==> config.mk <==
export PLATFORM = sky130hd
export DESIGN_NAME = wssm_ctrl
export DESIGN_NICKNAME = d
export VERILOG_FILES = /design/src/hdl/wssm_pkg.sv /design/src/hdl/wssm_ctrl.sv
export SDC_FILE = /design/constraint.sdc
export NUM_CORES = 1
export LEC_CHECK = 0
export BUFFER_PORTS_ARGS = -buffer_cell sky130_fd_sc_hd__buf_2
export CAP_MARGIN = 10
export CORE_AREA = 2 2 39 41
export CTS_BUF_LIST = sky130_fd_sc_hd__clkbuf_2
export DETAILED_ROUTE_END_ITERATION = 10
export DIE_AREA = 0 0 41 43
export GPL_TIMING_DRIVEN = 0
export PLACE_DENSITY = 0.71
export SLEW_MARGIN = 25
export SYNTH_ARGS = -nofsm -noshare
export SYNTH_HDL_FRONTEND = slang
export SYNTH_SLANG_ARGS = --single-unit
==> constraint.sdc <==
create_clock -name clk -period 2.2 [get_ports clk]
set_clock_uncertainty 0.15 [all_clocks]
set_input_delay 0 -clock clk [delete_from_list [all_inputs] [get_ports clk]]
set_output_delay 0 -clock clk [all_outputs]
set_load 0.01 [all_outputs]
==> src/hdl/wssm_pkg.sv <==
// Package for the working set size monitor: field widths, register reset values,
// register codes and the command/status structs between controller and datapath.
// No dependencies.
`default_nettype none

package wssm_pkg;

    // Field widths fixed by the item formats.
    localparam int ADDR_W      = 32;
    localparam int WSS_W       = 9;
    localparam int PSIZE_W     = 16;
    localparam int WSIZE_W     = 9;
    localparam int SCALE_SHIFT = 5;
    localparam int SCALED_W    = ADDR_W + SCALE_SHIFT;   // 37-bit dividend
    localparam int PAGE_W      = SCALED_W + 1;           // page number incl. the +1

    // APB side.
    localparam int APB_DATA_W  = 32;
    localparam int APB_ADDR_W  = 3;

    // Register reset values.
    localparam logic [PSIZE_W-1:0] PAGE_SIZE_RST   = 16'd4096;
    localparam logic [WSIZE_W-1:0] WINDOW_SIZE_RST = 9'd16;

    // Default depth of the page store.
    localparam int MAX_WINDOW_DEF = 256;

    // Register index codes (word index in the APB map).
    typedef enum logic [0:0] {
        REG_PAGE_SIZE   = 1'b0,
        REG_WINDOW_SIZE = 1'b1
    } wssm_reg_t;

    // Commands from the controller to the datapath.
    typedef struct packed {
        logic load;         // capture the address, start the division
        logic div_step;     // one restoring division step
        logic search_init;  // rewind the page store search
        logic search_en;    // walk one page store entry
        logic update;       // store page, bump counters, close window if due
    } wssm_cmd_t;

    // Status from the datapath to the controller.
    typedef struct packed {
        logic search_done;  // search has a final hit/miss answer
        logic close;        // this item ends the window
    } wssm_sts_t;

endpackage

`default_nettype wire

==> src/hdl/wssm_ctrl.sv <==
// Controller of the working set size monitor: sequences division, page store
// search and update for one item, and owns the result valid flag. Depends on wssm_pkg.
`default_nettype none

module wssm_ctrl (
    input  wire logic                clk,
    input  wire logic                rst_n,
    input  wire logic                in_valid,
    output logic                     in_ready,
    input  wire logic                out_ready,
    output logic                     out_valid,
    input  wire wssm_pkg::wssm_sts_t sts,
    output wssm_pkg::wssm_cmd_t      cmd
);
    import wssm_pkg::*;

    localparam int STEP_W = $clog2(SCALED_W);
    localparam logic [STEP_W-1:0] DIV_LAST = STEP_W'(SCALED_W - 1);

    typedef enum logic [1:0] {
        ST_IDLE,
        ST_DIV,
        ST_SEARCH,
        ST_UPDATE
    } state_t;

    state_t            state_reg, state_next;
    logic [STEP_W-1:0] step_reg, step_next;
    logic              out_valid_reg, out_valid_next;
    logic              result_blocked;

    // A finished window may not overwrite a result that is still waiting.
    assign result_blocked = sts.close && out_valid_reg && !out_ready;

    always_comb
    begin
        state_next = state_reg;
        step_next  = step_reg;
        cmd        = '0;
        unique case (state_reg)
            ST_IDLE:
            begin
                if (in_valid)
                begin
                    cmd.load   = 1'b1;
                    step_next  = '0;
                    state_next = ST_DIV;
                end
            end
            ST_DIV:
            begin
                cmd.div_step = 1'b1;
                if (step_reg == DIV_LAST)
                begin
                    cmd.search_init = 1'b1;
                    state_next      = ST_SEARCH;
                end
                else
                begin
                    step_next = step_reg + 1'b1;
                end
            end
            ST_SEARCH:
            begin
                cmd.search_en = 1'b1;
                if (sts.search_done)
                begin
                    state_next = ST_UPDATE;
                end
            end
            ST_UPDATE:
            begin
                if (!result_blocked)
                begin
                    cmd.update = 1'b1;
                    state_next = ST_IDLE;
                end
            end
            default:
            begin
                state_next = ST_IDLE;
            end
        endcase

        out_valid_next = (cmd.update && sts.close) || (out_valid_reg && !out_ready);
    end

    always_ff @(posedge clk or negedge rst_n)
    begin
        if (!rst_n)
        begin
            state_reg     <= ST_IDLE;
            step_reg      <= '0;
            out_valid_reg <= 1'b0;
        end
        else
        begin
            state_reg     <= state_next;
            step_reg      <= step_next;
            out_valid_reg <= out_valid_next;
        end
    end

    assign in_ready  = (state_reg == ST_IDLE);
    assign out_valid = out_valid_reg;

endmodule

`default_nettype wire

# After elaboration in Yosys (flattened, before gate mapping)
# Index checks and enable logic that the tools add are counted.
# totals
reg_bits,9
latch_bits,0
ramBits,0
romBits,0
in_bits,6
word_cells,38
n_memories,0
# op_classes
add_sub_neg,1
multipliers,0
n_div,0
magnitude_cmp,0
eq_ne,9
shift,0
mux,15
bitwise,0
n_reduce_logical,10
# op_table
cell,n
6-bit two-way mux,2
6-bit case mux with 2 select lines,1
2-bit two-way mux,5
2-bit inequality test (second input constant),5
2-bit case mux with 4 select lines,1
6-bit by 1-bit adder with 6-bit output (second input constant),1
6-bit == test (second input constant),1
1-bit two-way mux,6
2-bit == test (second input constant),2
1-bit logical AND,4
4-bit AND reduction,1
3-bit AND reduction,1
2-bit by 1-bit == test with 1-bit output (second input constant),1
2-bit zero test,1
2-bit nonzero test,1
1-bit zero test,1
1-bit logical OR,1

# Depth between registers and ports, before layout
# Gate-level depths: netlist (run 1).
# depth
word_depth,6
ltp_mapped,7
depth_no_buf,6

# Worst setup path after synthesis (run 1)
# No wires, ideal clock.
# synth_path
path_type,flip-flop to flip-flop
from,register state_reg[0]
to,register state_reg[1]
arrival_ns,1.519
required_time_ns,1.925
path_slack_ns,0.406
path_stages_with_launch,7
path_buffers,0
synth_period_minus_slack_ns,1.794
cell_sequence,dfrtp_1 > inv_1 > ha_1 > nand2b_1 > o21ai_0 > a211o_1 > mux2_4
# synth_via
elab_chain_cells,3
# synth_rtl
element,line_no,source
from (decl),wssm_ctrl.sv:27,"state_t state_reg, state_next;"
from (signal assigned),wssm_ctrl.sv:98,state_reg <= state_next;
2-bit zero test *,n/a,
via in_ready,wssm_ctrl.sv:9,"output logic in_ready,"
2-bit inequality test (no line),n/a,
4-bit AND reduction (no line),n/a,
# Mark *: on every way through the listed nets, which the timed path passes. The rest lies on a longest branch.
# A chain may end at the register's enable or synchronous reset.

# Worst setup path in the final report (run 1)
# layout_path
from,register state_reg[0]
to,register state_reg[1]
# layout_via
elab_chain_cells,3
# layout_rtl
element,line_no,source
"2-bit by 1-bit == test with 1-bit output, or another cell as far along",wssm_ctrl.sv:40,unique case (state_reg)
2-bit inequality test (no line),n/a,
4-bit AND reduction (no line),n/a,
# Parallel ways exist; a longest one is shown, timed or not.

==> results by group, run 1 <==
Logic synthesis
  – EDFF count, synth: 0
  – Post-Synthesis Cells: roughly 70
  – Synth top area share: 35.2%
  – Yosys warns: 0
  – Ys flop type: dfrtp_1
  – Syn_nets: 82
  – Post-synth top area cell: dfrtp_1
  – Post-synth ARST share: 100%
  – Register area share after synthesis: around a third
  – Top post-synthesis cells by area: dfrtp_1 (35%), ha_1 (14%), inv_1 (3.5%)
  – FF+latch count, synth: 9
  – Synth Area per Inst: approximately 9 sq um
  – Post-Syn Area: 639 sq um
  – Post-synth cell types: 30

STA
  – Slew Limit Fails: 0
  – Fin Setup TNS: 0 ns
  – Tcrit/Tclk final: between 80% and 90%
  – Final Critical Period: roughly 2.0 ns
  – Slew headroom: between 60% and 70%
  – Worst-margin pin slew: 0.455 ns
  – Final setup vio count: 0
  – Unrepaired setup endpoints after global routing: false
  – Hold Violations, Final: 0
  – Max Freq: between 500 and 600 MHz

Power
  – Sw Ratio: between 40 and 50%
  – Combinational share of power: between 50 and 60%
  – Lkg Pwr: 0.000401 uW
  – Psw: 401 uW
  – Clock power share: 12.3%
  – PD cells: 1140 nW/um^2
  – VDD IR max: around 890 uV
  – Sequential Power Share: between 30% and 40%
  – Internal power: 502 uW

Placed design
  – Dpl cell area: around 720 sq um
  – Port bufs: 12
  – GP Congestion: 0.752
  – Final HPWL DP: 949 um

Global routing
  – Gr usage total: 19.7%
  – Number of global-route vias before repair: between 500 and 600
  – Overflow after GRT: 0
  – Antenna violations before repair: 0
  – GR Util met3: ~3.1%
  – Gr busiest metal: met1
  – Largest net degree at the start of global routing: 11
  – M2 GR Usage: approximately 28%
  – Grt met1 use: between 20% and 30%
  – First-pass GRT wire length: between 2 and 2.5 mm

Critical path
  – R2r worst-path depth: 6
  – Crit path DAT: about 2.0 ns
  – Startpoint Class: flop
  – Crit path kind: flop to flop
  – Critical R2R Launch: state_reg[0]
  – Crit path from: state_reg[0]
  – Worst EP required: 2.19 ns
  – Crit path capture type: flop
  – Max FO, Critical Path: 8

Cells and area
  – Commonest non-fill, non-tap cell in the layout: buf_2
  – Multi-input logic area: just under 400 sq um
  – Layout cells sized above 1: roughly a fifth
  – Area Overhead vs Synth: 23.5%
  – Final net count: 104
  – # fillers: ~130
  – Storage element area: 225 sq um
  – # diodes: 0
  – Max FFs per register: 6
  – Leading cell types in the layout, fill and taps excluded: buf_2 (12), dfrtp_1 (9), ha_1 (7)
  – Final Instance Area: between 700 and 800 sq um

Floorplanning
  – Core Region: 1380 sq um
  – # IOs: 13
  – Die extent in y: 43 um
  – Die footprint: about 1800 sq um
  – Starting Density: ~46%
  – Die width: ~41 um
  – Number of placement rows: 14

Clock tree
  – Clock buffer depth: 2
  – CTS tree: done
  – Total CTS buffers: 3
  – Worst skew pair latency: approximately 0.25 ns
  – Root buffer cell: clkbuf_2
  – Cts repair resizes: 0
  – H-tree levels: 1
  – Clk slew on worst S/H paths: about 0.09 ns
  – Clk sinks: 9

Hold path
  – Worst Hold Launch: sts[1]
  – Hold Crit Class: input pin to flop
  – Hold depth: 4

Route
  – WL final: around 1.3 mm
  – Post-route DRC violation count: 0
  – Post-DRT Antenna Nets: 0
  – Via count: slightly below 600
  – Via density: 5.59
  – WL/cell: ~13 um
  – DRT Pass-1 Iters: 4
  – DRT iter0 DRCs: 8

Flow run
  – Max-Cap Viols: 0

Run status
  – Status: complete, no violations
power groups by stage:
stage | clock (uW) | combinational, uW | sequential [uW]
6_report | 111 | 516 | 277
5_1_grt | 122 | 583 | 285
4_1_cts | 114 | 514 | 277
3_5_place_dp | 0 | 497 | 279
3_3_place_gp | 0 | 481 | 278
2_1_floorplan | 0 | 375 | 271
path summary, 6_finish.rpt:
check	to	slack [ns]
setup / recovery	state_reg[1]	0.23
hold / removal	state_reg[0]	0.11
setup reg to reg	state_reg[1]	0.23
hold reg to reg	step_reg[0]	0.43
max in group asynchronous	out_valid	1.02
min in group asynchronous	step_reg[3]	0.58
per-layer routing:
metal,vias up,wire [um]
met3,5,46
met1,285,616
met2,11,659
li1,292,-
met5,-,0
met4,0,27
area by class of cell:
type                       instances  share of cell area (%)
buffer                             1                   0.475
sequential                         9                    28.5
timing repair buffer              17                    13.9
multi-input combinational         53                    49.1
clock buffer                       4                    2.54
inverter                           6                    2.85
tap                               16                    2.54
cells by family after synthesis:
| family | share of synthesized area, % |
|---|---|
| adder cells (fa/ha/maj) | 13.7 |
| buffers and inverters | 4.11 |
| AND/OR/NAND/NOR | 22.7 |
| flip-flops | 35.2 |
| AO/OA/AOI/OAI | 18.8 |
| multiplexers | 5.48 |
cell usage after synthesis, drive strengths merged, types with 2 or more instances:
library cell	instances
dfrtp	9
nor3	2
nand2	6
a21o	2
mux2i	2
ha	7
nand4	3
nand3	3
a31oi	2
nor2	6
o21ai	4
nor2b	2
inv	6
worst max-delay path, cell delays in order (launching register included):
cell      delay [ns]
dfrtp_1         0.39
inv_1           0.10
ha_1            0.30
nand2b_1        0.21
o21ai_0         0.12
a211o_1         0.28
mux2_4          0.30
repair_timing:
item                                   4_1_cts  5_1_grt
endpoints found under the hold margin       12        0
buffers inserted                             0        0
hold buffers                                 5        0
per-stage QoR:
| stage | total power [uW] | cells | utilization, % | worst slack, ns | hold slack, ns |
|---|---|---|---|---|---|
| 2_1_floorplan | 646 | 69 | - | 0.406 | -0.446 |
| 6_report | 904 | 106 | 57.1 | 0.233 | 0.107 |
| 5_1_grt | 990 | 106 | 57.1 | 0.116 | 0.120 |
| 4_1_cts | 906 | 106 | 57.1 | 0.234 | 0.107 |
| 3_3_place_gp | 759 | 97 | 52.0 | 0.286 | -0.281 |
| 3_5_place_dp | 776 | 97 | 52.0 | 0.243 | -0.281 |
(Power assumes the default switching activity.)
==> run 2, diff against run 1 <==
BUFFER_PORTS_ARGS = not set   (was -buffer_cell sky130_fd_sc_hd__buf_2)
DONT_BUFFER_PORTS = 1   (was not set)
GPL_ROUTABILITY_DRIVEN = 0   (was not set)
PLACE_DENSITY = not set   (was 0.71)
TNS_END_PERCENT = 10   (was not set)
==> results by group, run 2 (synthesis results as in run 1) <==
Run status
  – Status: complete, no violations

Critical path
  – Max FO, Critical Path: 8
  – Crit path capture type: flop
  – Crit path from: state_reg[1]
  – Startpoint Class: flop
  – Critical R2R Launch: state_reg[1]
  – Crit path kind: flop to flop
  – Crit path DAT: 1.97 ns
  – Worst EP required: ~2.2 ns

Clock tree
  – Root buffer cell: clkbuf_2
  – CTS tree: done
  – H-tree levels: 1
  – Cts repair resizes: 0
  – Clock buffer depth: 2
  – Post-CTS setup buffer count: 0
  – Hold Buf Count CTS: 5
  – Clk slew on worst S/H paths: 0.08 ns
  – Total CTS buffers: 3
  – Clk sinks: 9
  – Worst skew pair latency: about 0.24 ns

Flow run
  – Max-Cap Viols: 0

STA
  – Final Critical Period: approximately 2 ns
  – Fin Setup TNS: 0 ns
  – Slew headroom: between 60% and 70%
  – Tcrit/Tclk final: 90.6%
  – Unrepaired setup endpoints after global routing: false
  – Final setup vio count: 0
  – Worst-margin pin slew: 0.450 ns
  – Slew Limit Fails: 0
  – Max Freq: approximately 500 MHz
  – Hold Violations, Final: 0
  – Hold_ws: ~0.0041 ns

Global routing
  – Overflow after GRT: 0
  – Number of global-route vias before repair: 477
  – Antenna violations before repair: 0
  – Largest net degree at the start of global routing: 11
  – Gr usage total: between 10% and 20%
  – First-pass GRT wire length: 2.07 mm

Route
  – WL final: about 1.2 mm
  – DRT iter0 DRCs: 12
  – Via count: a little over 500
  – WL/cell: 13.1 um
  – Post-route DRC violation count: 0
  – Post-DRT Antenna Nets: 0
  – DRT Pass-1 Iters: 4
  – Via density: roughly 5.4

Cells and area
  – Max FFs per register: 6
  – Layout Cells excl Fill: 94
  – Finished Core Util: between 50% and 60%
  – Area Overhead vs Synth: 14.1%
  – Layout cells sized above 1: 8.97%
  – Final net count: 92
  – # diodes: 0
  – Leading cell types in the layout, fill and taps excluded: dfrtp_1 (9), ha_1 (7), inv_1 (6), nand2_1 (6)
  – Commonest non-fill, non-tap cell in the layout: dfrtp_1

Floorplanning
  – Starting Density: 46.2%
  – Number of placement rows: 14
  – Core Region: 1380 sq um
  – Die width: slightly above 40 um
  – Die extent in y: between 40 and 50 um
  – Die footprint: approximately 1800 sq um
  – # IOs: 13

Hold path
  – Hold Crit Class: input pin to output pin
  – Worst Hold Launch: in_valid

Placed design
  – Final HPWL DP: about 900 um
  – Port bufs: 0
  – Placed instance count: 85

Power
  – VDD IR max: 646 uV
  – PD cells: roughly 1200 nW/um^2
  – Power Total: around 850 uW
  – Lkg Pwr: ~0.00035 uW
## run 2: cell count changes in the layout (fill, tap and decap cells not counted)
cell,change
buf_2,-12
## run 2: power breakdown
part | total [uW] | leakage, uW | internal [uW] | switching, uW
Sequential | 281 | 0.000117 | 221 | 60.8
Clock | 103 | 0.0000166 | 48.3 | 55.1
Combinational | 463 | 0.000212 | 200 | 263
Total | 847 | 0.000346 | 469 | 379
## run 2: worst paths after layout
path,cells past startpoint,slack [ns],to
max,6,0.21,state_reg[1]
max in group asynchronous,2,1.09,step_reg[5]
min reg2reg,2,0.42,step_reg[0]
min,1,0.004,cmd[4]
max reg2reg,6,0.21,state_reg[1]
min in group asynchronous,2,0.51,out_valid
## run 2: worst max-delay path: stages (launching register included)
cell and delay, ns:
dfrtp_1 0.41, inv_1 0.10, ha_1 0.30, nand2b_1 0.22, o21ai_0 0.11, a211o_1 0.28
mux2_4 0.31
## run 2: final cells by class
cell class | instances | area, sq um
sequential | 9 | 225
inverter | 6 | 22.5
fill | 130 | 654
tap | 16 | 20.0
timing repair buffer | 5 | 50.0
multi-input combinational | 53 | 388
clock buffer | 4 | 20.0
buffer | 1 | 3.75
## run 2: metrics by stage
stage / cell area, sq um / worst slack, ns
6_report: 729 / 0.206
4_1_cts: 729 / 0.180
5_1_grt: 729 / 0.108
2_1_floorplan: 639 / 0.406
3_5_place_dp: 659 / 0.227
3_3_place_gp: 659 / 0.242
## run 2: routing by layer
layer  share of wire [%]  up-vias  GRT usage, %  routed length [um]
li1                    -      267             -                   -
met1                  50      238          25.1                 618
met2                  46        6          22.8                 563
met3                 3.9        0          10.5                  48
met4                   0        0          8.00                   0
met5                   0        -             0                   0
